<file path="src/rtl/ocu_pkg.sv">
// Shared types, constants and arithmetic helpers for the orbit camera block.
// No dependencies; every other file refers to this package by scoped names.
package ocu_pkg;

  localparam int FRAC_BITS    = 8;
  localparam int CORDIC_STEPS = 16;
  localparam int CORDIC_N     = (CORDIC_STEPS > 24) ? 24 : CORDIC_STEPS;
  localparam int CNT_W        = 5;

  localparam int FULL_TURN    = 360 << FRAC_BITS;
  localparam int HALF_TURN    = 180 << FRAC_BITS;
  localparam int QUARTER_TURN = 90 << FRAC_BITS;

  localparam int ANG_W = 18;
  localparam int Z_W   = 26;
  localparam int XY_W  = 33;
  localparam int PROD_W = 2 * XY_W;

  localparam logic signed [XY_W-1:0] INV_GAIN = XY_W'(652032875);

  localparam logic [14:0] PITCH_LIMIT_RST = 15'(89 << FRAC_BITS);
  localparam logic [16:0] MIN_DIST_RST    = 17'(2 << FRAC_BITS);
  localparam logic [16:0] MAX_DIST_RST    = 17'(500 << FRAC_BITS);
  localparam logic [16:0] DIST_RST        = 17'(35 << FRAC_BITS);
  localparam logic [16:0] YAW_RST         = 17'(35 << FRAC_BITS);
  localparam logic signed [15:0] PITCH_RST = 16'(25 << FRAC_BITS);
  localparam logic signed [23:0] TGT_Y_RST = 24'(2 << FRAC_BITS);

  localparam logic [1:0] REG_PITCH_LIMIT = 2'd0;
  localparam logic [1:0] REG_MIN_DIST    = 2'd1;
  localparam logic [1:0] REG_MAX_DIST    = 2'd2;

  localparam int QDEPTH = 2;

  typedef struct packed {
    logic [16:0]        yaw;
    logic signed [15:0] pitch;
    logic [16:0]        orbit_dist;
    logic signed [17:0] pan_right;
    logic signed [17:0] pan_up;
  } q_item_t;

  // Arctangent of 2^-i in degrees with 16 fraction bits.
  function automatic logic [22:0] atan_deg16(input logic [CNT_W-1:0] i);
    logic [22:0] r;
    case (i)
      5'd0:  r = 23'd2949120;
      5'd1:  r = 23'd1740967;
      5'd2:  r = 23'd919879;
      5'd3:  r = 23'd466945;
      5'd4:  r = 23'd234379;
      5'd5:  r = 23'd117304;
      5'd6:  r = 23'd58666;
      5'd7:  r = 23'd29335;
      5'd8:  r = 23'd14668;
      5'd9:  r = 23'd7334;
      5'd10: r = 23'd3667;
      5'd11: r = 23'd1833;
      5'd12: r = 23'd917;
      5'd13: r = 23'd458;
      5'd14: r = 23'd229;
      5'd15: r = 23'd115;
      5'd16: r = 23'd57;
      5'd17: r = 23'd29;
      5'd18: r = 23'd14;
      5'd19: r = 23'd7;
      5'd20: r = 23'd4;
      5'd21: r = 23'd2;
      5'd22: r = 23'd1;
      default: r = 23'd0;
    endcase
    return r;
  endfunction

  // Drop 30 fraction bits, rounding to nearest with ties toward plus infinity.
  function automatic logic signed [35:0] rnd30(input logic signed [PROD_W-1:0] v);
    logic signed [PROD_W-1:0] t;
    t = v + (PROD_W'(1) <<< 29);
    return t[65:30];
  endfunction

  function automatic logic signed [23:0] sat24(input logic signed [37:0] v);
    logic signed [23:0] r;
    if (v > 38'sd8388607) r = 24'sd8388607;
    else if (v < -38'sd8388608) r = -24'sd8388608;
    else r = v[23:0];
    return r;
  endfunction

endpackage

</file>
<file path="src/rtl/ocu_fifo.sv">
// Short queue between the front end and the back end.
// Depends on ocu_pkg for the item type and depth.
module ocu_fifo (
  input  logic             clk,
  input  logic             rst_n,
  input  logic             push,
  input  ocu_pkg::q_item_t wdata,
  input  logic             pop,
  output ocu_pkg::q_item_t rdata,
  output logic             full,
  output logic             empty
);

  localparam int PW = (ocu_pkg::QDEPTH > 1) ? $clog2(ocu_pkg::QDEPTH) : 1;
  localparam int CW = $clog2(ocu_pkg::QDEPTH + 1);

  ocu_pkg::q_item_t mem_r [ocu_pkg::QDEPTH];
  logic [PW-1:0] wp_r, rp_r;
  logic [CW-1:0] cnt_r;

  assign full  = (cnt_r == CW'(ocu_pkg::QDEPTH));
  assign empty = (cnt_r == '0);
  assign rdata = mem_r[rp_r];

  function automatic logic [PW-1:0] inc(input logic [PW-1:0] p);
    return (p == PW'(ocu_pkg::QDEPTH - 1)) ? '0 : p + PW'(1);
  endfunction

  always_ff @(posedge clk) begin
    if (push) mem_r[wp_r] <= wdata;
  end

  always_ff @(posedge clk) begin
    if (!rst_n) begin
      wp_r  <= '0;
      rp_r  <= '0;
      cnt_r <= '0;
    end else begin
      if (push) wp_r <= inc(wp_r);
      if (pop)  rp_r <= inc(rp_r);
      if (push && !pop) cnt_r <= cnt_r + CW'(1);
      else if (pop && !push) cnt_r <= cnt_r - CW'(1);
    end
  end

endmodule

</file>
<file path="config.mk">
export PLATFORM = sky130hd
export DESIGN_NAME = ocu_fifo
export DESIGN_NICKNAME = d
export VERILOG_FILES = /design/src/rtl/ocu_pkg.sv /design/src/rtl/ocu_fifo.sv
export SDC_FILE = /design/constraint.sdc
export NUM_CORES = 1
export LEC_CHECK = 0
export ABC_CLOCK_PERIOD_IN_PS = 7620
export BUFFER_PORTS_ARGS = -buffer_cell sky130_fd_sc_hd__buf_2
export CAP_MARGIN = 15
export CORE_UTILIZATION = 35
export CTS_CLUSTER_DIAMETER = 120
export DETAILED_ROUTE_END_ITERATION = 10
export PLACE_DENSITY = 0.58
export SYNTH_ARGS = -nofsm -noshare
export SYNTH_HDL_FRONTEND = slang
export SYNTH_SLANG_ARGS = --single-unit
</file>
<file path="constraint.sdc">
create_clock -name clk -period 7.62 [get_ports clk]
set_input_delay 1.524 -clock clk [delete_from_list [all_inputs] [get_ports clk]]
set_output_delay 1.524 -clock clk [all_outputs]
set_load 0.005 [all_outputs]
</file>
# After elaboration in Yosys (flattened, before gate mapping)

Memory sizes are Yosys's and may differ from the RTL's. A register that Yosys moved wholly into a read port is not among the register bits.
Index checks and enable logic that the tools add are counted.

Register bits after elaboration: 4
RAM bits: 172
Input bits: 90
Output and inout port bits: 88
Word-level logic and storage cells: 23
Memories kept: 1

Memory list:

| memory | depth | bits a word | rd ports | clocked after Yosys merged registers in | write ports | RTL line       | text |
|---|---|---|---|---|---|---|---|
| mem_r  | 2     | 86          | 1        | 1                                       | 1           | ocu_fifo.sv:17 | `ocu_pkg::q_item_t mem_r [ocu_pkg::QDEPTH];` |

Add/sub/neg operators: 4
Equality and inequality tests: 1
Multiplexer cells: 8
Reduce and logical (&&, ||, !) cells: 6

Operator list:

| kind                | number |
|---|---|
| $mux 1              | 6 |
| $mux 2              | 2 |
| $add 1x1->1 const B | 2 |
| $add 2x1->2 const B | 1 |
| $eq 2x2->1 const B  | 1 |
| $logic_and 1x1->1   | 2 |
| $logic_not 1->1     | 2 |
| $logic_not 2->1     | 1 |
| $reduce_bool 2->1   | 1 |
| $sub 2x1->2 const B | 1 |

# Depth between registers and ports, before layout

Depth in word-level cells: 4
Gate-level depth with buffers: 5
Depth with buffers taken out: 5

# Worst setup path before layout

Ideal clock, no wire load.

Path type: input -> register
From: input push
To: memory mem_r[0][0] in the netlist's numbering, enable pin
Library setup time: 542 ps
Data arrival time: 5309 ps
Data required time: 7078 ps
Slack: 1769 ps
Cell stages on the path: 1
Buffers on the path: 0
Cell sequence: nor2b_1

Word-level cells in the longest chain between the ends: 2

RTL lines:

| item                         | RTL line       | text |
|---|---|---|
| start: declaration           | ocu_fifo.sv:6  | `input logic push,` |
| $mux 1                       | ocu_fifo.sv:30 | `if (push) mem_r[wp_r] <= wdata;` |
| $mux 1 (not written as such) | ocu_fifo.sv:30 |  |
| end: declaration             | ocu_fifo.sv:17 |  |

Every way passes these cells.

==> summary by stage <==
Logic synthesis
Synthesis instantiated 19 different standard cells from the library. The proportion of netlist area held by the largest area contributor is 0.7795. The post-synthesis net count is 381. The count of flip-flops with a built-in enable after synthesis is 172.

After synthesis, the most frequently instantiated cells are 172 x sky130_fd_sc_hd__edfxtp_1, 46 x sky130_fd_sc_hd__mux2_2, 40 x sky130_fd_sc_hd__mux2_4, 5 x sky130_fd_sc_hd__dfxtp_1. Yosys printed 0 warnings. The share of flip-flops with an asynchronous set or reset is 0. The mapped cell area is 6626 um2. The count of mapped cells out of synthesis is 290. In the post-synthesis netlist, the biggest area contributors are sky130_fd_sc_hd__edfxtp_1 78%, sky130_fd_sc_hd__mux2_4 9.1%, sky130_fd_sc_hd__mux2_2 7.8%, sky130_fd_sc_hd__dfxtp_1 1.5%, sky130_fd_sc_hd__buf_12 1.2%.

sky130_fd_sc_hd__edfxtp_1 takes more of the synthesized area than any other cell. The share of the Yosys chip area taken by registers is 0.7946. The leading register cell type out of synthesis is sky130_fd_sc_hd__edfxtp_1. The mean area per synthesized cell is 22.85 um2. After synthesis the netlist holds a flip-flop and latch count of 177. By instance count, the leading cell after synthesis is sky130_fd_sc_hd__edfxtp_1.

CTS
The total number of clock tree sinks is around 180. The H-tree generated during clock tree synthesis spans 4 levels. The CTS tree is built.

Buffers inserted to repair hold after CTS numbered 0. CTS placed an instance of sky130_fd_sc_hd__clkbuf_16 at the clock tree root. The post-CTS repair timing setup buffer count is 0.

The latest clock arrival within the worst-skew pair is 0.42 ns. Once the clock tree was built, the resizer swapped 0 gates to a different size. The clock slew at the register clock pins of the worst setup and hold paths is 0.06 ns. The buffer levels on the longest clock path is 2. The number of buffers added by the clock tree synthesis step is 17.

STA
The count of final hold-check violations came to 0. Between clock sinks in the finished design, the worst skew comes to 0.01374 ns. The count of final max-slew check failures is 0. The maximum clock frequency is 248.1 MHz.

Dividing the final minimum period by the clock period gives 0.5290. The relative max-transition margin is 0.3447. The smallest clock period supported by the final layout is computed as 4.031 ns. Setup violations remaining at the end of the flow were counted as 0. Setup repair after global routing left no endpoint under its margin. The total negative setup slack is 0 ns. At the pin with the least slew margin, the transition time is 0.9830 ns.

Die
Pin placement for this block handled 178 I/O pins. From bottom edge to top edge, the die measures approximately 140 um. The area of the core is 18270 um2. After floorplanning, the core was divided into between 40 and 50 placement rows. The initial core utilization is 0.3627. The floorplan step set the die width to ~140 um.

The floorplan step defined a die boundary enclosing 19490 um2.

Setup path
The type of element capturing the critical path is an output pin. The startpoint identified for the worst register-to-register timing path is wp_r. The number of buffers and inverters on the critical path is 2.

The critical path in this run is classified as flip-flop to output pin. STA puts the critical path data required time at 6.10 ns. Walking the worst path, the cells encountered are buf_4 > mux2_2 > buf_2. The arrival time at the worst endpoint is 2.51 ns. The worst register-to-register path has a setup slack of 5.36 ns. The number of cells on the worst reg-to-reg path is 2. Along the worst path, the maximum fanout reaches 62. The endpoint identified for the worst register-to-register timing path is mem_r[0][30].

Grouping stages by cell kind, the critical path spends the most delay in buffers and inverters. In this run the number of cells on the critical path is 3. Among all stages on the critical path, the largest delay is contributed by sky130_fd_sc_hd__buf_4. The critical path ends at rdata[15]. The worst setup path is launched from a flip-flop. For this run, the slowest stage of the critical path takes 0.85 ns.

Drt
After the first detailed-routing iteration, the DRC count stood at 120. The DRC violation count after routing is 2. Before antenna repair, the detailed router went through 7 iterations. Dividing the detail-routed wire length by the instance count gives about 16 um. The routed layout has 3304 vias. The via count normalized by instance count is 4.576. The antenna violation net count after detailed routing is 0. The total wire length after detailed routing is 11870 um.

Power and ir drop
The share of total power dissipated in the clock network is 0.372. The portion of total power attributed to sequential cells is 0.532. The switching share of power is 0.2149. The worst-case IR drop observed on VDD is 0.1563 mV. The net switching power is 461.8 uW.

The internal portion of the total power is 1687 uW. Dividing total power by cell area gives a power density of 260.4 nW/um2. Of the total power, combinational logic draws 0.096.

In this run the static leakage power is roughly 0.0032 uW.

Hold path
The count of cells along the worst hold path is 2. The path type of the worst min-delay path is flip-flop to flip-flop.

Global routing
The overall track demand over capacity in global routing is 0.1253. The global-route wire length before repair is 18210 um. The number of antenna violations at the first check in global routing is 0. The leftover overflow at the end of global routing is 0. The number of global-route vias before repair is 3462. The largest net degree at the start of global routing is 63.

Placed design
The count of buffers added on input and output ports is approximately 180. Detailed placement finished with a half-perimeter wire length of 7534 um. At the end of routability-driven placement, the weighted congestion stood at 0.7208.

Run status
The flow ran to the end, but the final reports show violations. The checks that failed: design-rule violations.

Final layout
Counting the fill cells in the layout gives 1615. After the last flow step, the layout net total stands at 570. The layout cell share with drive strength beyond 1 is 0.6057. The final core utilization is 0.4518. The growth of design area from synthesis to finish is 24.57%.

Run
The max-capacitance violation count is 0.
-- metrics by stage --
| stage | hold slack [ns] | total power (uW) | setup slack (ns) | instance area [um2] | std cells |
|---|---|---|---|---|---|
| floorplan | 0.4656 | 1289 | 1.769 | 6626 | 290 |
| global placement | 0.4779 | 1370 | 3.983 | 7709 | 689 |
| detailed placement | 0.5156 | 1376 | 3.958 | 7709 | 689 |
| CTS | 0.5295 | 2179 | 3.499 | 8252 | 721 |
| global route | 0.5849 | 2233 | 3.418 | 8252 | 721 |
| finish | 0.5408 | 2149 | 3.589 | 8254 | 722 |
-- tightest hold or removal path, stage by stage, from the launching register on --
cell,delay (ns)
sky130_fd_sc_hd__dfxtp_1,0.33
sky130_fd_sc_hd__o21ai_0,0.09
sky130_fd_sc_hd__a21boi_1,0.07
-- layout make-up --
type                       count  area [um2]  share of cell area
inverter                       1       3.754           0.0004548
timing repair buffer         180       908.4              0.1100
clock buffer                  18       429.2             0.05199
multi-input combinational    102        1241              0.1504
antenna                        1       2.502           0.0003032
tap                          229       286.5             0.03471
clock inverter                14       113.9             0.01379
sequential                   177        5269              0.6383
-- cell usage in the layout (no fill, tap or decap), drive strengths merged --
master,n
a21boi,1
xor2,2
buf,180
or3,1
nor2,1
o21a,1
xnor2,1
mux2,86
clkbuf,18
dfxtp,5
nor2b,3
bufinv,1
diode,1
and2,4
ha,1
clkinv,9
clkinvlp,1
inv,4
edfxtp,172
o21ai,1
-- cell families after synthesis --
group / share of synthesized area
AOI/OAI and AO/OA: 0.003021
adders and majority gates: 0.001888
and+or+nand+nor: 0.008119
buffers and inverters: 0.01964
muxes: 0.1688
xor gates and xnor gates: 0.003966
DFF: 0.7946
-- sequential cells by signal (all words and copies together), names as in the netlist, named ones only --
| name | count |
|---|---|
| rp_r | 1 |
| mem_r | 172 |
| wp_r | 1 |
| cnt_r | 2 |
-- routing by layer --
layer  wire, um  up-vias  track usage  part of all wire
met5          0        -            0                 0
met4        127        0      0.04858             0.011
met3        845        7      0.05162             0.071
met2       5741      119       0.2074              0.48
met1       5151     1654       0.1450              0.43
li1           -     1524            -                 -
-- power by group through the flow --
stage          clock network [uW]  registers, uW  logic (uW)
2_1_floorplan                   0           1160         129
4_1_cts                       823           1140         212
5_1_grt                       860           1150         225
3_3_place_gp                    0           1160         207
6_report                      798           1140         207
3_5_place_dp                    0           1170         211
-- worst min-delay path by stage --
stage | endpoint | startpoint
finish | cnt_r[1] | cnt_r[1]
global route | cnt_r[1] | cnt_r[1]
CTS | cnt_r[1] | cnt_r[1]
detailed placement | cnt_r[1] | cnt_r[1]
global placement | cnt_r[1] | cnt_r[1]
floorplan | cnt_r[1] | cnt_r[1]
(Power assumes the default switching activity.)
