### src/rtl/ocu_pkg.sv
// Shared types, constants and arithmetic helpers for the orbit camera block.
// No dependencies; every other file refers to this package by scoped names.
package ocu_pkg;

  localparam int FRAC_BITS    = 8;
  localparam int CORDIC_STEPS = 16;
  localparam int CORDIC_N     = (CORDIC_STEPS > 24) ? 24 : CORDIC_STEPS;
  localparam int CNT_W        = 5;

  localparam int FULL_TURN    = 360 << FRAC_BITS;
  localparam int HALF_TURN    = 180 << FRAC_BITS;
  localparam int QUARTER_TURN = 90 << FRAC_BITS;

  localparam int ANG_W = 18;
  localparam int Z_W   = 26;
  localparam int XY_W  = 33;
  localparam int PROD_W = 2 * XY_W;

  localparam logic signed [XY_W-1:0] INV_GAIN = XY_W'(652032875);

  localparam logic [14:0] PITCH_LIMIT_RST = 15'(89 << FRAC_BITS);
  localparam logic [16:0] MIN_DIST_RST    = 17'(2 << FRAC_BITS);
  localparam logic [16:0] MAX_DIST_RST    = 17'(500 << FRAC_BITS);
  localparam logic [16:0] DIST_RST        = 17'(35 << FRAC_BITS);
  localparam logic [16:0] YAW_RST         = 17'(35 << FRAC_BITS);
  localparam logic signed [15:0] PITCH_RST = 16'(25 << FRAC_BITS);
  localparam logic signed [23:0] TGT_Y_RST = 24'(2 << FRAC_BITS);

  localparam logic [1:0] REG_PITCH_LIMIT = 2'd0;
  localparam logic [1:0] REG_MIN_DIST    = 2'd1;
  localparam logic [1:0] REG_MAX_DIST    = 2'd2;

  localparam int QDEPTH = 2;

  typedef struct packed {
    logic [16:0]        yaw;
    logic signed [15:0] pitch;
    logic [16:0]        orbit_dist;
    logic signed [17:0] pan_right;
    logic signed [17:0] pan_up;
  } q_item_t;

  // Arctangent of 2^-i in degrees with 16 fraction bits.
  function automatic logic [22:0] atan_deg16(input logic [CNT_W-1:0] i);
    logic [22:0] r;
    case (i)
      5'd0:  r = 23'd2949120;
      5'd1:  r = 23'd1740967;
      5'd2:  r = 23'd919879;
      5'd3:  r = 23'd466945;
      5'd4:  r = 23'd234379;
      5'd5:  r = 23'd117304;
      5'd6:  r = 23'd58666;
      5'd7:  r = 23'd29335;
      5'd8:  r = 23'd14668;
      5'd9:  r = 23'd7334;
      5'd10: r = 23'd3667;
      5'd11: r = 23'd1833;
      5'd12: r = 23'd917;
      5'd13: r = 23'd458;
      5'd14: r = 23'd229;
      5'd15: r = 23'd115;
      5'd16: r = 23'd57;
      5'd17: r = 23'd29;
      5'd18: r = 23'd14;
      5'd19: r = 23'd7;
      5'd20: r = 23'd4;
      5'd21: r = 23'd2;
      5'd22: r = 23'd1;
      default: r = 23'd0;
    endcase
    return r;
  endfunction

  // Drop 30 fraction bits, rounding to nearest with ties toward plus infinity.
  function automatic logic signed [35:0] rnd30(input logic signed [PROD_W-1:0] v);
    logic signed [PROD_W-1:0] t;
    t = v + (PROD_W'(1) <<< 29);
    return t[65:30];
  endfunction

  function automatic logic signed [23:0] sat24(input logic signed [37:0] v);
    logic signed [23:0] r;
    if (v > 38'sd8388607) r = 24'sd8388607;
    else if (v < -38'sd8388608) r = -24'sd8388608;
    else r = v[23:0];
    return r;
  endfunction

endpackage

### src/rtl/ocu_front.sv
// Front end: configuration registers, orbit and zoom state update per beat.
// Depends on ocu_pkg; hands the updated angles and pans to the queue.
module ocu_front (
  input  logic                 clk,
  input  logic                 rst_n,
  input  logic                 cfg_we,
  input  logic [1:0]           cfg_index,
  input  logic [16:0]          cfg_wdata,
  input  logic                 take,
  input  logic signed [15:0]   delta_yaw,
  input  logic signed [15:0]   delta_pitch,
  input  logic signed [17:0]   delta_distance,
  input  logic signed [17:0]   pan_right,
  input  logic signed [17:0]   pan_up,
  output ocu_pkg::q_item_t     item
);

  logic [14:0]        pitch_limit_r;
  logic [16:0]        min_dist_r, max_dist_r;
  logic [16:0]        yaw_r, yaw_nxt;
  logic signed [15:0] pitch_r, pitch_nxt;
  logic [16:0]        dist_r, dist_nxt;

  logic signed [18:0] ys;
  logic signed [16:0] ps, lim;
  logic signed [18:0] ds;

  always_comb begin
    ys = $signed({2'b00, yaw_r}) + 19'(delta_yaw);
    if (ys < 19'sd0) ys = ys + 19'(ocu_pkg::FULL_TURN);
    else if (ys >= 19'(ocu_pkg::FULL_TURN)) ys = ys - 19'(ocu_pkg::FULL_TURN);
    yaw_nxt = ys[16:0];

    lim = $signed({2'b00, pitch_limit_r});
    ps  = 17'(pitch_r) + 17'(delta_pitch);
    if (ps < -lim) ps = -lim;
    else if (ps > lim) ps = lim;
    pitch_nxt = ps[15:0];

    // Min is checked first; if the limits cross, max wins at or above min.
    ds = $signed({2'b00, dist_r}) + 19'(delta_distance);
    if (ds < $signed({2'b00, min_dist_r})) ds = $signed({2'b00, min_dist_r});
    else if (ds > $signed({2'b00, max_dist_r})) ds = $signed({2'b00, max_dist_r});
    dist_nxt = ds[16:0];
  end

  assign item.yaw        = yaw_nxt;
  assign item.pitch      = pitch_nxt;
  assign item.orbit_dist = dist_nxt;
  assign item.pan_right  = pan_right;
  assign item.pan_up     = pan_up;

  always_ff @(posedge clk) begin
    if (!rst_n) begin
      pitch_limit_r <= ocu_pkg::PITCH_LIMIT_RST;
      min_dist_r    <= ocu_pkg::MIN_DIST_RST;
      max_dist_r    <= ocu_pkg::MAX_DIST_RST;
      yaw_r         <= ocu_pkg::YAW_RST;
      pitch_r       <= ocu_pkg::PITCH_RST;
      dist_r        <= ocu_pkg::DIST_RST;
    end else begin
      if (cfg_we) begin
        case (cfg_index)
          ocu_pkg::REG_PITCH_LIMIT: pitch_limit_r <= cfg_wdata[14:0];
          ocu_pkg::REG_MIN_DIST:    min_dist_r    <= cfg_wdata;
          ocu_pkg::REG_MAX_DIST:    max_dist_r    <= cfg_wdata;
          default: ;
        endcase
      end
      if (take) begin
        yaw_r   <= yaw_nxt;
        pitch_r <= pitch_nxt;
        dist_r  <= dist_nxt;
      end
    end
  end

endmodule

### config.mk
export PLATFORM = sky130hd
export DESIGN_NAME = ocu_front
export DESIGN_NICKNAME = d
export VERILOG_FILES = /design/src/rtl/ocu_pkg.sv /design/src/rtl/ocu_front.sv
export SDC_FILE = /design/constraint.sdc
export NUM_CORES = 1
export LEC_CHECK = 0
export ABC_AREA = 0
export BUFFER_PORTS_ARGS = -buffer_cell sky130_fd_sc_hd__buf_2
export CAP_MARGIN = 20
export CORE_UTILIZATION = 62
export CTS_BUF_LIST = sky130_fd_sc_hd__clkbuf_8
export DETAILED_ROUTE_END_ITERATION = 10
export HOLD_SLACK_MARGIN = 0.06
export PLACE_DENSITY_LB_ADDON = 0.3
export REMOVE_ABC_BUFFERS = 1
export SYNTH_ARGS = -nofsm -noshare
export SYNTH_HDL_FRONTEND = slang
export SYNTH_SLANG_ARGS = --single-unit
### constraint.sdc
create_clock -name clk -period 10.8 [get_ports clk]
set_input_delay 0.54 -clock clk [delete_from_list [all_inputs] [get_ports clk]]
set_output_delay 0.54 -clock clk [all_outputs]
set_load 0.005 [all_outputs]
# == After elaboration in Yosys (flattened, before gate mapping) ==
# Index checks and enable logic that the tools add are counted.
# totals
inputBits,109
register_bits,99
output_inout_bits,86
wordCells,30
# op_classes
n_reduce_logical,4
magnitude_cmp,6
muxes,6
n_eq_ne,2
add_sub_neg,6
# op_table
cell,n
2-to-1 mux 17 bit,4
2-to-1 mux 16 bit,2
adder 18 x 16 -> 19 bit,1
adder 18 x 18 -> 19 bit,1
">= comparator 19 x 18 -> 1 bit, second input constant",1
greater-than comparator 19 x 18 -> 1 bit,1
"less-than comparator 19 x 1 -> 1 bit, second input constant",1
less-than comparator 19 x 18 -> 1 bit,1
adder 16 x 16 -> 17 bit,1
"adder 17 bit, second input constant",1
greater-than comparator 17 x 16 -> 1 bit,1
less-than comparator 17 bit,1
negation 15 -> 17 bit,1
"subtractor 17 bit, second input constant",1
AND reduction 2 bit,3
"== test 2 x 1 -> 1 bit, second input constant",1
"== test 2 bit, second input constant",1
zero test 2 bit,1

# == Longest topological paths before layout ==
# depth
depth_word,4
depth_mapped,23
ltp_nobuf,21

# == Least setup slack after synthesis ==
# No wires, ideal clock.
# synth_path
kind,input to output
start,in delta_pitch[0]
end,out item[68] (netlist bit)
t_arrival_ns,4.596
t_required_ns,10.260
setup_slack_ns,5.664
n_path_buf,1
path_stages,19
cell_sequence,ha_1 fa_1 a21o_1 a2111oi_0 nor2_1 o21a_1 nor2_1 o21bai_1 a21oi_1 xnor2_1 ha_1 nand4_1 or4_1 a21oi_1 o41ai_1 a21oi_1 clkbuf_1 nor2_1 a31o_2
# synth_lines
element,line_no,source
start: declaration,ocu_front.sv:11,"input logic signed [15:0] delta_pitch,"
end: declaration,ocu_front.sv:15,output ocu_pkg::q_item_t item

==> results.toml <==
[run_status]
outcome = "finished clean"

[logic_synthesis]
synthArstFlopShare_pct = 0
syn_inst = 1193
synth_most_common_cell = "nand2_1"
netlist_area_mm2 = 0.00916
syn_area_per_cell_um2 = 7.68
synth_flop_cell = "dfxtp_1"
yosys-top-cells-count = "153 x nand2_1, 123 x a21oi_1, 118 x ha_1"
seq_area_frac_synth_pct = 21.6
synth_edf_count = 0
synth_top_area_share_pct = 21.6
synth_top_cell_by_area = "dfxtp_1"
synth_seq_cells = 99
ys.warnings.count = 0
synth.distinct_cells = 78
synth.area.top_cells = "dfxtp_1 22%, ha_1 16%, a21oi_1 6.7%"

[setup_path]
path_max_fanout = 11
path_cells = "ha_1 -> fa_1 -> a21o_1 -> a2111oi_0 -> nor2_1 -> o21a_1 -> nor2_1 -> o21bai_1 -> a21oi_1 -> xnor2_1 -> ha_1 -> nand4_1 -> or4_1 -> a21oi_1 -> o41ai_1 -> a21o_1 -> nor2_1 -> nor3_1 -> o21ai_0 -> buf_2"
critPathArrivalTime_ps = 5810
crit_slowest_cell = "a2111oi_0"
critical_path.max_stage_delay_ps = 610
path_class = "flop to output pin"
r2r-start = "pitch_limit_r[1]$_SDFFE_PN0P_"
critPathLaunchType = "flop"
cp.required_ps = 10260
cp-end-kind = "output pin"
cpMostUsedCell = "nor2_1"
r2r_slack_ps = 5300
r2r-end = "pitch_r[13]$_SDFFE_PN0P_"
reg2reg_depth = 20

[timing]
final.setup.worst_slack_ps = 4450
rsz0062_at_grt = "false"
finalSetupViolCount = 0
skew_ps = 13.1
relSlewSlack_pct = 35.2
max_freq_mhz = 157
fin_tns_setup_ps = 0
worst_pin_slew_ps = 971
period_share_pct = 58.8
period_minus_slack_ps = 6350
holdWs_ps = 379
slew_viol_final = 0
hold_viol = 0

[cts]
cts_resized = 0
cts-buffers-inserted = 9
cts.sinks = 99
ctsHoldBuffers = 0
htreeDepth = 3
cts-root-buf = "clkbuf_8"
cts_tree = "yes"
cts_setup_buffers = 0
cts_max_path_buffers = 2
clk_latency_ps = 400
clk_pin_slew_worst_paths_ps = 110

[grt]
grt_overflow = 0
grt_use_total_pct = 35.3
grt_max_degree = 60
grt_pass1_wl_um = 41400
antenna_found_initial = 0
grt_pass1_vias = 8268

[pwr]
p_leak_nw = 4.38
power.switching_mw = 1.27
netSwitchingFraction_pct = 49.2
vdd_ir_drop_max_mv = 0.184
power_mw = 2.58
clockPowerShare_pct = 10.4
p_per_area_mw_per_mm2 = 261
p_int_mw = 1.31
comb_power_share_pct = 71.8
pwr-share-seq_pct = 17.8

[worst_hold_path]
hold_end = "min_dist_r[15]$_SDFFE_PN0P_"
whs_path_depth = 3
hp-class = "input port to flop"
hp-start = "cfg_wdata[15]"

[floorplanning]
floorplan.initialDensity_pct = 63.3
die_h_um = 124
die-area_mm2 = 0.0153
core_mm2 = 0.0145
ios = 195
rows = 44
fp.dieW_um = 124

[finish]
layout-drive-gt1-share_pct = 15.3
area_delta_synth_final_pct = 7.68
final_util_pct = 68.1
n_antenna_cell = 0
nets = 1486
layout.cells.non_filler = 1444
final_area_mm2 = 0.00986

[detailed_routing]
via_count = 8979
routed_wl_um = 26400
via_per_inst = 6.22
drtIter0Drc = 658
postRouteAntennaNets = 0
dr.pass1.iters = 5
wl_per_cell_um = 18.3
drcViolationCount = 0

[placement]
numPortBuffers = 122
dpl_cell_area_mm2 = 0.00963
hpwl_um = 19800
gp_congestion = 0.935
post-place-cells = 1427
pre_cts_ws_ps = 4560

[run]
drv_cap = 0
[registers in the layout (all words and copies together), names as in the netlist]
register and cells:
yaw_r 17, pitch_r 16, min_dist_r 17, max_dist_r 17, pitch_limit_r 15, dist_r 17
[per-layer routing]
layer	vias to the layer above	wire [um]	track usage, %
li1	4379	-	-
met1	4128	11700	45.7
met2	406	11700	55.8
met3	64	2270	10.2
met4	2	688	11.5
met5	-	60	4.86
[how the worst max path moves through the flow]
| stage | startpoint | to | slack [ps] | cells past startpoint |
|---|---|---|---|---|
| floorplan | delta_distance[0] | item[51] | 5300 | 20 |
| global placement | delta_distance[0] | item[43] | 4710 | 21 |
| detailed placement | delta_distance[0] | item[46] | 4560 | 22 |
| CTS | dist_r[0]$_SDFFE_PN0P_ | item[46] | 4440 | 22 |
| global route | pitch_r[0]$_SDFFE_PN0P_ | item[66] | 4120 | 20 |
| finish | pitch_r[0]$_SDFFE_PN0P_ | item[66] | 4450 | 20 |
[layout make-up]
| type | instances | area (um^2) |
|---|---|---|
| multi-input cells | 939 | 6470 |
| fillers | 1311 | 4610 |
| flip-flops and latches | 99 | 1980 |
| repair buffers | 131 | 689 |
| inverters | 76 | 285 |
| well taps | 184 | 230 |
| clock buffers | 9 | 124 |
| clock inverters | 6 | 82.6 |
[cell families (layout without fill, tap and decap cells)]
group	after synthesis	count (layout)	share of synthesized area, %
simple gates	375	375	19.4
compound gates	365	365	26.4
buf+inv	155	222	7.88
flops	99	99	21.6
fa+ha+maj	121	121	16.8
xor+xnor	53	53	5.15
mux	25	25	2.75
[power by group through the flow]
stage          Combinational [mW]  Sequential (mW)  Clock, mW
2_1_floorplan                1.26            0.454          0
3_3_place_gp                 1.78            0.464          0
3_5_place_dp                 1.81            0.466          0
4_1_cts                      1.82            0.458      0.269
5_1_grt                      2.05            0.465      0.286
6_report                     1.85            0.459      0.267
[critical path, delay by kind of cell, from the launching register on]
family / cells / cell delay (ps)
buffers and inverters: 1 / 180
and+or+nand+nor: 6 / 1590
xor gates and xnor gates: 1 / 140
AOI/OAI and AO/OA: 9 / 2180
DFF: 1 / 330
adders and majority gates: 3 / 970
[placed cells by master, fill, tap and decap left out, types with 6 or more instances in the layout]
cell / count
and3_1: 7
xor2_1: 15
mux2i_1: 24
buf_4: 7
nand2_1: 153
o21ai_0: 57
a211oi_1: 17
a21oi_1: 123
or2_2: 6
nand3_1: 22
nand2b_1: 13
nor2_1: 78
o31ai_1: 6
o21bai_1: 9
a22o_1: 8
clkbuf_8: 9
xnor2_1: 37
nand4_1: 16
ha_1: 118
a31o_2: 9
buf_2: 122
a211o_1: 12
a31oi_1: 7
nor2b_1: 22
o211ai_1: 20
a21o_1: 30
o21a_1: 13
nor3_1: 22
dfxtp_1: 99
inv_1: 74
(Power assumes the default switching activity.)
