**src/rtl/ocu_pkg.sv**
```systemverilog
// Shared types, constants and arithmetic helpers for the orbit camera block.
// No dependencies; every other file refers to this package by scoped names.
package ocu_pkg;

  localparam int FRAC_BITS    = 8;
  localparam int CORDIC_STEPS = 16;
  localparam int CORDIC_N     = (CORDIC_STEPS > 24) ? 24 : CORDIC_STEPS;
  localparam int CNT_W        = 5;

  localparam int FULL_TURN    = 360 << FRAC_BITS;
  localparam int HALF_TURN    = 180 << FRAC_BITS;
  localparam int QUARTER_TURN = 90 << FRAC_BITS;

  localparam int ANG_W = 18;
  localparam int Z_W   = 26;
  localparam int XY_W  = 33;
  localparam int PROD_W = 2 * XY_W;

  localparam logic signed [XY_W-1:0] INV_GAIN = XY_W'(652032875);

  localparam logic [14:0] PITCH_LIMIT_RST = 15'(89 << FRAC_BITS);
  localparam logic [16:0] MIN_DIST_RST    = 17'(2 << FRAC_BITS);
  localparam logic [16:0] MAX_DIST_RST    = 17'(500 << FRAC_BITS);
  localparam logic [16:0] DIST_RST        = 17'(35 << FRAC_BITS);
  localparam logic [16:0] YAW_RST         = 17'(35 << FRAC_BITS);
  localparam logic signed [15:0] PITCH_RST = 16'(25 << FRAC_BITS);
  localparam logic signed [23:0] TGT_Y_RST = 24'(2 << FRAC_BITS);

  localparam logic [1:0] REG_PITCH_LIMIT = 2'd0;
  localparam logic [1:0] REG_MIN_DIST    = 2'd1;
  localparam logic [1:0] REG_MAX_DIST    = 2'd2;

  localparam int QDEPTH = 2;

  typedef struct packed {
    logic [16:0]        yaw;
    logic signed [15:0] pitch;
    logic [16:0]        orbit_dist;
    logic signed [17:0] pan_right;
    logic signed [17:0] pan_up;
  } q_item_t;

  // Arctangent of 2^-i in degrees with 16 fraction bits.
  function automatic logic [22:0] atan_deg16(input logic [CNT_W-1:0] i);
    logic [22:0] r;
    case (i)
      5'd0:  r = 23'd2949120;
      5'd1:  r = 23'd1740967;
      5'd2:  r = 23'd919879;
      5'd3:  r = 23'd466945;
      5'd4:  r = 23'd234379;
      5'd5:  r = 23'd117304;
      5'd6:  r = 23'd58666;
      5'd7:  r = 23'd29335;
      5'd8:  r = 23'd14668;
      5'd9:  r = 23'd7334;
      5'd10: r = 23'd3667;
      5'd11: r = 23'd1833;
      5'd12: r = 23'd917;
      5'd13: r = 23'd458;
      5'd14: r = 23'd229;
      5'd15: r = 23'd115;
      5'd16: r = 23'd57;
      5'd17: r = 23'd29;
      5'd18: r = 23'd14;
      5'd19: r = 23'd7;
      5'd20: r = 23'd4;
      5'd21: r = 23'd2;
      5'd22: r = 23'd1;
      default: r = 23'd0;
    endcase
    return r;
  endfunction

  // Drop 30 fraction bits, rounding to nearest with ties toward plus infinity.
  function automatic logic signed [35:0] rnd30(input logic signed [PROD_W-1:0] v);
    logic signed [PROD_W-1:0] t;
    t = v + (PROD_W'(1) <<< 29);
    return t[65:30];
  endfunction

  function automatic logic signed [23:0] sat24(input logic signed [37:0] v);
    logic signed [23:0] r;
    if (v > 38'sd8388607) r = 24'sd8388607;
    else if (v < -38'sd8388608) r = -24'sd8388608;
    else r = v[23:0];
    return r;
  endfunction

endpackage

```
**src/rtl/ocu_cordic.sv**
```systemverilog
// Iterative rotation CORDIC, one micro-rotation per cycle, sine and cosine in Q30.
// Depends on ocu_pkg for the arctangent table and widths.
module ocu_cordic (
  input  logic                                clk,
  input  logic                                rst_n,
  input  logic                                start,
  input  logic signed [ocu_pkg::ANG_W-1:0]    angle,
  output logic                                done,
  output logic signed [ocu_pkg::XY_W-1:0]     sin_q,
  output logic signed [ocu_pkg::XY_W-1:0]     cos_q
);

  localparam logic signed [ocu_pkg::ANG_W-1:0] QTR  = ocu_pkg::ANG_W'(ocu_pkg::QUARTER_TURN);
  localparam logic signed [ocu_pkg::ANG_W-1:0] HALF = ocu_pkg::ANG_W'(ocu_pkg::HALF_TURN);

  logic signed [ocu_pkg::XY_W-1:0] x_r, y_r;
  logic signed [ocu_pkg::Z_W-1:0]  z_r, at_s;
  logic [ocu_pkg::CNT_W-1:0]       cnt_r;
  logic                            busy_r, done_r, flip_r;
  logic signed [ocu_pkg::ANG_W-1:0] fa;
  logic                             ff;

  // The angle arrives in (-180, 180] degrees; fold it into the convergence range.
  always_comb begin
    fa = angle;
    ff = 1'b0;
    if (angle > QTR) begin
      fa = angle - HALF;
      ff = 1'b1;
    end else if (angle < -QTR) begin
      fa = angle + HALF;
      ff = 1'b1;
    end
  end

  assign at_s  = signed'(ocu_pkg::Z_W'(ocu_pkg::atan_deg16(cnt_r)));
  assign done  = done_r;
  assign sin_q = flip_r ? -y_r : y_r;
  assign cos_q = flip_r ? -x_r : x_r;

  always_ff @(posedge clk) begin
    if (start) begin
      x_r    <= ocu_pkg::INV_GAIN;
      y_r    <= '0;
      z_r    <= ocu_pkg::Z_W'(fa) <<< (16 - ocu_pkg::FRAC_BITS);
      flip_r <= ff;
    end else if (busy_r) begin
      if (z_r >= 0) begin
        x_r <= x_r - (y_r >>> cnt_r);
        y_r <= y_r + (x_r >>> cnt_r);
        z_r <= z_r - at_s;
      end else begin
        x_r <= x_r + (y_r >>> cnt_r);
        y_r <= y_r - (x_r >>> cnt_r);
        z_r <= z_r + at_s;
      end
    end
  end

  always_ff @(posedge clk) begin
    if (!rst_n) begin
      busy_r <= 1'b0;
      done_r <= 1'b0;
      cnt_r  <= '0;
    end else begin
      done_r <= 1'b0;
      if (start) begin
        busy_r <= 1'b1;
        cnt_r  <= '0;
      end else if (busy_r) begin
        cnt_r <= cnt_r + ocu_pkg::CNT_W'(1);
        if (cnt_r == ocu_pkg::CNT_W'(ocu_pkg::CORDIC_N - 1)) begin
          busy_r <= 1'b0;
          done_r <= 1'b1;
        end
      end
    end
  end

endmodule

```
**src/rtl/ocu_back.sv**
```systemverilog
// Back end: sequences two CORDIC passes and eight slots of one shared multiplier,
// keeps the target point and drives the result register. Depends on ocu_pkg, ocu_cordic.
module ocu_back (
  input  logic                clk,
  input  logic                rst_n,
  input  logic                q_empty,
  input  ocu_pkg::q_item_t    q_head,
  output logic                q_pop,
  output logic                out_valid,
  input  logic                out_ready,
  output logic signed [23:0]  out_eye_x,
  output logic signed [23:0]  out_eye_y,
  output logic signed [23:0]  out_eye_z
);

  typedef enum logic [4:0] {
    S_IDLE  = 5'b00001,
    S_YAW   = 5'b00010,
    S_PITCH = 5'b00100,
    S_MUL   = 5'b01000,
    S_DONE  = 5'b10000
  } bstate_t;

  localparam int XW = ocu_pkg::XY_W;

  bstate_t state_r, state_nxt;
  ocu_pkg::q_item_t item_r;
  logic [2:0] m_r;

  logic                          c_start, c_done;
  logic signed [ocu_pkg::ANG_W-1:0] c_ang, yaw_s;
  logic signed [XW-1:0]          c_sin, c_cos;
  logic signed [XW-1:0]          sy_r, cy_r, sp_r, cp_r, fx_r, fz_r;
  logic signed [XW-1:0]          ma, mb, dist_s, pr_s;
  logic signed [ocu_pkg::PROD_W-1:0] prod_r;
  logic signed [35:0]            rnd;
  logic signed [23:0]            tx_r, ty_r, tz_r, ex_r, ey_r, ez_r;
  logic                          out_valid_r;
  logic                          out_load;

  // Yaw is kept in [0, 360); move it into (-180, 180] for the CORDIC.
  always_comb begin
    yaw_s = signed'({1'b0, q_head.yaw});
    if (yaw_s > ocu_pkg::ANG_W'(ocu_pkg::HALF_TURN))
      yaw_s = yaw_s - ocu_pkg::ANG_W'(ocu_pkg::FULL_TURN);
  end

  assign q_pop   = (state_r == S_IDLE) && !q_empty;
  assign c_start = q_pop || ((state_r == S_YAW) && c_done);
  assign c_ang   = (state_r == S_IDLE) ? yaw_s : ocu_pkg::ANG_W'(item_r.pitch);

  ocu_cordic u_cordic (
    .clk   (clk),
    .rst_n (rst_n),
    .start (c_start),
    .angle (c_ang),
    .done  (c_done),
    .sin_q (c_sin),
    .cos_q (c_cos)
  );

  assign dist_s = signed'(XW'(item_r.orbit_dist));
  assign pr_s   = XW'(item_r.pan_right);

  always_comb begin
    case (m_r)
      3'd0:    begin ma = cy_r;   mb = pr_s; end
      3'd1:    begin ma = sy_r;   mb = pr_s; end
      3'd2:    begin ma = cp_r;   mb = sy_r; end
      3'd3:    begin ma = cp_r;   mb = cy_r; end
      3'd4:    begin ma = dist_s; mb = sp_r; end
      3'd5:    begin ma = dist_s; mb = fx_r; end
      3'd6:    begin ma = dist_s; mb = fz_r; end
      default: begin ma = '0;     mb = '0;   end
    endcase
  end

  assign rnd      = ocu_pkg::rnd30(prod_r);
  assign out_load = (state_r == S_DONE) && (!out_valid_r || out_ready);

  always_comb begin
    state_nxt = state_r;
    case (state_r)
      S_IDLE:  if (!q_empty) state_nxt = S_YAW;
      S_YAW:   if (c_done) state_nxt = S_PITCH;
      S_PITCH: if (c_done) state_nxt = S_MUL;
      S_MUL:   if (m_r == 3'd7) state_nxt = S_DONE;
      S_DONE:  if (out_load) state_nxt = S_IDLE;
      default: state_nxt = S_IDLE;
    endcase
  end

  // Each product is consumed in the slot after it was issued.
  always_ff @(posedge clk) begin
    if (q_pop) item_r <= q_head;
    if (state_r == S_YAW && c_done) begin
      sy_r <= c_sin;
      cy_r <= c_cos;
    end
    if (state_r == S_PITCH && c_done) begin
      sp_r <= c_sin;
      cp_r <= c_cos;
    end
    prod_r <= ma * mb;
    if (state_r == S_MUL) begin
      case (m_r)
        3'd1: tx_r <= ocu_pkg::sat24(38'(tx_r) + 38'(rnd));
        3'd2: tz_r <= ocu_pkg::sat24(38'(tz_r) - 38'(rnd));
        3'd3: fx_r <= rnd[XW-1:0];
        3'd4: fz_r <= rnd[XW-1:0];
        3'd5: ey_r <= ocu_pkg::sat24(38'(ty_r) + 38'(rnd));
        3'd6: ex_r <= ocu_pkg::sat24(38'(tx_r) + 38'(rnd));
        3'd7: ez_r <= ocu_pkg::sat24(38'(tz_r) + 38'(rnd));
        default: ;
      endcase
    end
    if (out_load) begin
      out_eye_x <= ex_r;
      out_eye_y <= ey_r;
      out_eye_z <= ez_r;
    end
    if (!rst_n) begin
      tx_r <= '0;
      tz_r <= '0;
    end
  end

  always_ff @(posedge clk) begin
    if (!rst_n) begin
      state_r     <= S_IDLE;
      m_r         <= '0;
      out_valid_r <= 1'b0;
      ty_r        <= ocu_pkg::TGT_Y_RST;
    end else begin
      state_r <= state_nxt;
      if (state_r == S_MUL) m_r <= m_r + 3'd1;
      else m_r <= '0;
      if (state_r == S_MUL && m_r == 3'd0)
        ty_r <= ocu_pkg::sat24(38'(ty_r) + 38'(item_r.pan_up));
      if (out_load) out_valid_r <= 1'b1;
      else if (out_ready) out_valid_r <= 1'b0;
    end
  end

  assign out_valid = out_valid_r;

  a_state_onehot: assert property (@(posedge clk) disable iff (!rst_n)
    $onehot(state_r)) else $error("back state not one-hot");

  a_done_in_pass: assert property (@(posedge clk) disable iff (!rst_n)
    c_done |-> (state_r == S_YAW || state_r == S_PITCH))
    else $error("CORDIC finished outside a pass");

  a_mul_end: assert property (@(posedge clk) disable iff (!rst_n)
    (state_r == S_MUL && m_r == 3'd7) |=> (state_r == S_DONE))
    else $error("multiply sequence did not end in DONE");

  a_pop_idle: assert property (@(posedge clk) disable iff (!rst_n)
    q_pop |=> (state_r == S_YAW)) else $error("pop did not start a yaw pass");

endmodule

```
**config.mk**
```make
export PLATFORM = sky130hd
export DESIGN_NAME = ocu_back
export DESIGN_NICKNAME = d
export VERILOG_FILES = /design/src/rtl/ocu_pkg.sv /design/src/rtl/ocu_cordic.sv /design/src/rtl/ocu_back.sv
export SDC_FILE = /design/constraint.sdc
export NUM_CORES = 2
export LEC_CHECK = 0
export BUFFER_PORTS_ARGS = -buffer_cell sky130_fd_sc_hd__buf_2
export CAP_MARGIN = 25
export CORE_ASPECT_RATIO = 1.1
export CORE_MARGIN = 3
export CORE_UTILIZATION = 32
export DETAILED_ROUTE_END_ITERATION = 10
export PLACE_DENSITY = 0.49
export SYNTH_ARGS = -nofsm -noshare
export SYNTH_HDL_FRONTEND = slang
export SYNTH_HIERARCHICAL = 1
export SYNTH_SLANG_ARGS = --single-unit
```
**constraint.sdc**
```tcl
create_clock -name clk -period 9.63 [get_ports clk]
set_clock_uncertainty 0.05 [all_clocks]
set_input_delay 0 -clock clk [delete_from_list [all_inputs] [get_ports clk]]
set_output_delay 0 -clock clk [all_outputs]
set_load 0.02 [all_outputs]
```
### Yosys cells after proc, flatten, opt, wreduce, memory -nomap -nowiden

Memory sizes are Yosys's and may differ from the RTL's. A register that Yosys moved wholly into a read port is not among the register bits.
Cells that the tools add are included.

* $add $sub $neg: 19
* multipliers: 1
* magnitude comparators: 14
* equality and inequality tests: 18
* shift operators: 2
* mux-type cells: 36
* bitwise gates (word level): 2
* reduce and logical (&&, ||, !) cells: 26

Operators by type and width (count)
* $pmux 33 s6: 1
* $mux 24: 8
* $gt 37x24->1 const B: 4
* $lt 37x24->1 const B: 4
* $mux 33: 4
* $pmux 33 s4: 1
* $add 24x36->37: 3
* $mux 26: 3
* $mux 18: 4
* $add 33x33->33: 2
* $add 66x31->66 const B: 1
* $mul 33x33->66: 1
* $neg 33->33: 2
* $sshr 33x5->33: 2
* $sub 33x33->33: 2
* $sub 24x36->37: 1
* $mux 5: 7
* $add 26x24->26: 1
* $ge 26x1->1 const B: 1
* $sub 26x24->26: 1
* $add 24x18->25: 1
* $gt 25x24->1 const B: 1
* $lt 25x24->1 const B: 1
* $pmux 5 s5: 1
* 29 further kinds: 61

* register bits: 658
* memory bits (read-only): 704
* output and inout bits: 74
* memories: 1

Memory list
* (no name shown): words 32, width 22, read ports 1, clocked after Yosys merged registers in 1, write ports 0, line ocu_pkg.sv:46 `case (i)`

### Logic depth before layout (Yosys ltp)

* depth after elaboration: 7
* gate-level depth with buffers: 40
* mapped depth without buffers: 34

### Modules after synthesis

Netlist, hierarchy kept.

By module, submodules not included
* ocu_back: instances 1, cells each 6895, area each 66408.7 µm², seq. area each 14704.1 µm²
* ocu_cordic: instances 1, cells each 2213, area each 17928.4 µm², seq. area each 2632.5 µm²

### Worst setup path before layout

Ideal clock, no wire load.

* path type: flip-flop to flip-flop
* from: register m_r[2]
* to: register prod_r[58] in the netlist's numbering
* library setup time: 0.072 ns
* arrival time: 9.479 ns
* required time: 9.508 ns
* slack: 0.029 ns
* stages on the path, launching flop included: 36
* buffers on the path: 6
* period minus slack after synthesis: 9.601 ns
* path through: dfxtp_1 -> inv_1 -> clkbuf_1 -> ha_1 -> clkbuf_1 -> or2_2 -> clkbuf_1 -> clkbuf_1 -> clkbuf_1 -> a221oi_1 -> clkbuf_1 -> nor2_1 -> fa_1 -> fa_1 -> fa_1 -> inv_1 -> fa_1 -> fa_1 -> inv_1 -> fa_1 -> fa_1 -> inv_1 -> fa_1 -> inv_1 -> ha_1 -> and3_1 -> nand3_1 -> nor3_1 -> a21oi_1 -> o31ai_1 -> o21ai_1 -> a21oi_1 -> a31oi_2 -> o21a_1 -> nor3_1 -> xor2_1

* word-level cells in the longest chain between the ends: 4
* elaborated cells between the ends (all ways): 13
* classes of those cells: 1 x mul; 6 x eq/ne; 2 x mux; 4 x reduce/logical

Ends and longest elaborated chain
* from (decl): line ocu_back.sv:28 `logic [2:0] m_r;`
* from (signal assigned): line ocu_back.sv:136 `if (state_r == S_MUL) m_r <= m_r + 3'd1;`
* $eq 3x3->1 (tied with other cells): line ocu_back.sv:66 `case (m_r)`
* $reduce_or 3->1 (no line) / $reduce_or 2->1 (equally long branches)
* $pmux 33 s4 / $pmux 33 s6 (equally long branches): line ocu_back.sv:66
* $mul 33x33->66 *: line ocu_back.sv:104 `prod_r <= ma * mb;`
* to (signal assigned): line ocu_back.sv:104
* to (decl): line ocu_back.sv:35 `logic signed [ocu_pkg::PROD_W-1:0] prod_r;`

Mark *: on every way between the ends. The rest lies on a longest branch, timed or not.
A chain may end at the register's enable or synchronous reset.

### Worst setup path in the final report

* from: register m_r[0]
* to: register prod_r[52] in the netlist's numbering

The elaborated chain is that of the path after synthesis.

==> impl_results.md <==
* First-pass GRT wire length at ~470 mm
* Synth Area in Simple Gates at 14.2%
* GRT Total Usage at between 20% and 30%
* Hold Slack at between 20 and 30 ps
* Area Growth Syn to Fin at 12.9%
* Post-DR wirelength/cell at about 25 um
* Synthesized instance count at 9108
* Mapped Area at between 0.08 and 0.09 mm^2
* Vias in the first global route at 70800
* Netlist cell types at 135
* Slew Limit Fails at 0
* Crit path arrival time at 9820 ps
* Clk_lat worst skew at 680 ps
* # IOs at ~160
* Final hold violations at 0
* Crit end category: register
* Crit Path Max Fanout at 14
* Nets at between 10000 and 15000
* Post-DP HPWL at roughly 260 mm
* Die area at approximately 0.27 mm^2
* Initial antenna violation count at 18
* Pin count of the biggest net entering global routing at 73
* Rows at slightly below 200
* CORE AREA at roughly 0.26 mm^2
* Startpoint Class: register
* Share of the synthesized area in the top cell type at between 20% and 30%
* Final wirelength at approximately 320 mm
* Synth Net Count at approximately 11000
* Routability-driven placement congestion ratio at a little under 1
* Synth Flop Type: edfxtp_1
* Critical path's most frequent cell: buf_4
* Crit path time final at around 9300 ps
* FF+latch count, synth at between 600 and 700
* Crit path from: m_r[0]$_SDFF_PN0_
* DRC viols at 0
* Fraction of layout instances using a drive strength above 1 at 10.6%
* Die height at around 540 um
* # placed instances at around 13000
* Num CTS Buffers at between 70 and 80
* Tightest Pin Transition at 1170 ps
* Post-Syn Area per Cell at between 9 and 10 um^2
* Multiplexer share of the synthesized area at 3.97%
* Synth top area cells: fa_1 (27%), edfxtp_1 (15%), ha_1 (7.4%)
* Number of port buffers at around 160
* R2r startpoint: m_r[0]$_SDFF_PN0_
* CTS root buf: clkbuf_16
* CP max stage cell: fa_1
* Post-DR vias/cell at 5.30
* Leading area contributor after synthesis: fa_1
* Clk buf depth at 3
* Non-Filler Instances at around 13000
* Synth Area in Adders at between 30% and 40%
* Setup Viol. Count Final at 0
* Async SR Flop Fraction at 0%
* CTS tree: done
* Worst Path Buf+Inv at 14
* Via Count at between 60000 and 70000
* Post-DP Area at around 0.09 mm^2
* CP required at 10140 ps
* Worst Setup Path Type: reg -> reg
* Post-synth EDFFs at 430
* Worst hold start: q_head[6]
* Largest family of logic cells by synthesized area: adder cells
* Max-slew headroom at the worst pin at 22.3%
* Max Freq at between 100 and 150 MHz
* Commonest cells post-synth: inv_1 (1332), nand2_1 (1195), fa_1 (1152)
* Drt first pass iters at 5
* Synth Area in XOR/XNOR at 4.65%
* Post-synthesis compound-gate area fraction at about an eighth
* Final period util at between 90% and 100%
* Starting density of the core at roughly 32%
* Top cell family by delay on the critical path: adder cells
* Final instance area at roughly 0.095 mm^2
* H-Tree Level Count at 3
* RSZ-0062 raised after global routing: yes
* Max stage delay on crit path at between 500 and 600 ps
* Final ANT Viol Nets at 0
* Initial drt markers at approximately 5300
* Clock-pin transition on the worst setup and hold timing paths at 60 ps
* Synth warn at 6
* Outcome: complete, no violations
* Seq/Total Area, Yosys at between 20% and 30%
* Max Cap Viol at 0
* Most common cell in the netlist: inv_1
* Die width at slightly below 500 um
* Worst Hold Class: in -> reg
* Num Clock Sinks at 651
* Global route total overflow at 0
## flip-flops by register name (all words and copies together), names as in the netlist, 26 cells and up
register      cells
item_r           52
u_cordic/y_r     33
sp_r             33
prod_r           37
fx_r             33
u_cordic/z_r     26
cp_r             33
cy_r             33
u_cordic/x_r     33
fz_r             33
sy_r             33
## metrics by stage
stage / TNS (ps) / worst slack, ps / utilization, %
after floorplan: 0 / 29.1 / -
after global placement: -514 / -231 / 34.7
after detailed placement: -1060 / -223 / 34.7
after CTS: 0 / 3.47 / 36.2
after global routing: -49.4 / -43.1 / 36.3
final: 0 / 321 / 36.3
## repair_timing
action,in CTS,in global routing
endpoints found under the hold margin,137,0
resized for setup,10,63
hold buffers,120,0
pin swaps,3,7
setup buffers,0,11
endpoints found under the setup margin,11,32
## area by class of cell
| type | instances | area (um^2) |
|---|---|---|
| inverters | 1345 | 5050 |
| clock inverters | 38 | 569 |
| diodes | 11 | 27.5 |
| clock buffers | 103 | 2080 |
| multi-input cells | 6621 | 60100 |
| flip-flops and latches | 651 | 17400 |
| repair buffers | 711 | 5680 |
| well taps | 3482 | 4360 |
| fillers | 26600 | 167000 |
## logic make-up (layout without fill, tap and decap cells)
family                     Yosys count  after routing
xor gates and xnor gates           448            448
buffers and inverters             1836           2197
muxes                              218            218
and+or+nand+nor                   2706           2706
adders and majority gates         1653           1653
AOI/OAI and AO/OA                 1596           1596
other                                0             11
DFF                                651            651
## routing by layer
metal / GRT usage, % / share of wire, %
met1: 30.4 / 42
met2: 39.7 / 48
met4: 10.2 / 5.0
met5: 0 / 0.0041
met3: 2.54 / 5.2
## placed cells by master (no fill, tap or decap), types with 55 or more instances in the layout
cell type	n
inv_1	1331
nand2_1	1192
fa_1	1150
nor2_1	801
ha_1	497
edfxtp_1	430
buf_4	384
a21oi_1	345
xnor2_1	294
o21ai_0	284
dfxtp_1	215
buf_2	163
a21o_1	146
xor2_1	140
dlygate4sd3_1	120
nor3_1	106
mux2i_1	103
nand3_1	87
clkbuf_16	77
and2_1	68
o31ai_1	63
nand4_1	61
and3_1	59
a22oi_1	55
o21a_1	55
a211oi_1	55
## worst paths after layout
kind	to	slack (ps)	depth (start not counted)
setup / recovery	prod_r[52]$_DFF_P_	320	38
hold / removal	item_r[6]$_DFFE_PP_	30	2
setup reg to reg	prod_r[52]$_DFF_P_	320	38
hold reg to reg	out_eye_z[5]$_DFFE_PP_	370	0
Power is left out: the tool's default activity adds up to more than one toggle a clock period on the data nets, which glitch-free logic cannot reach.
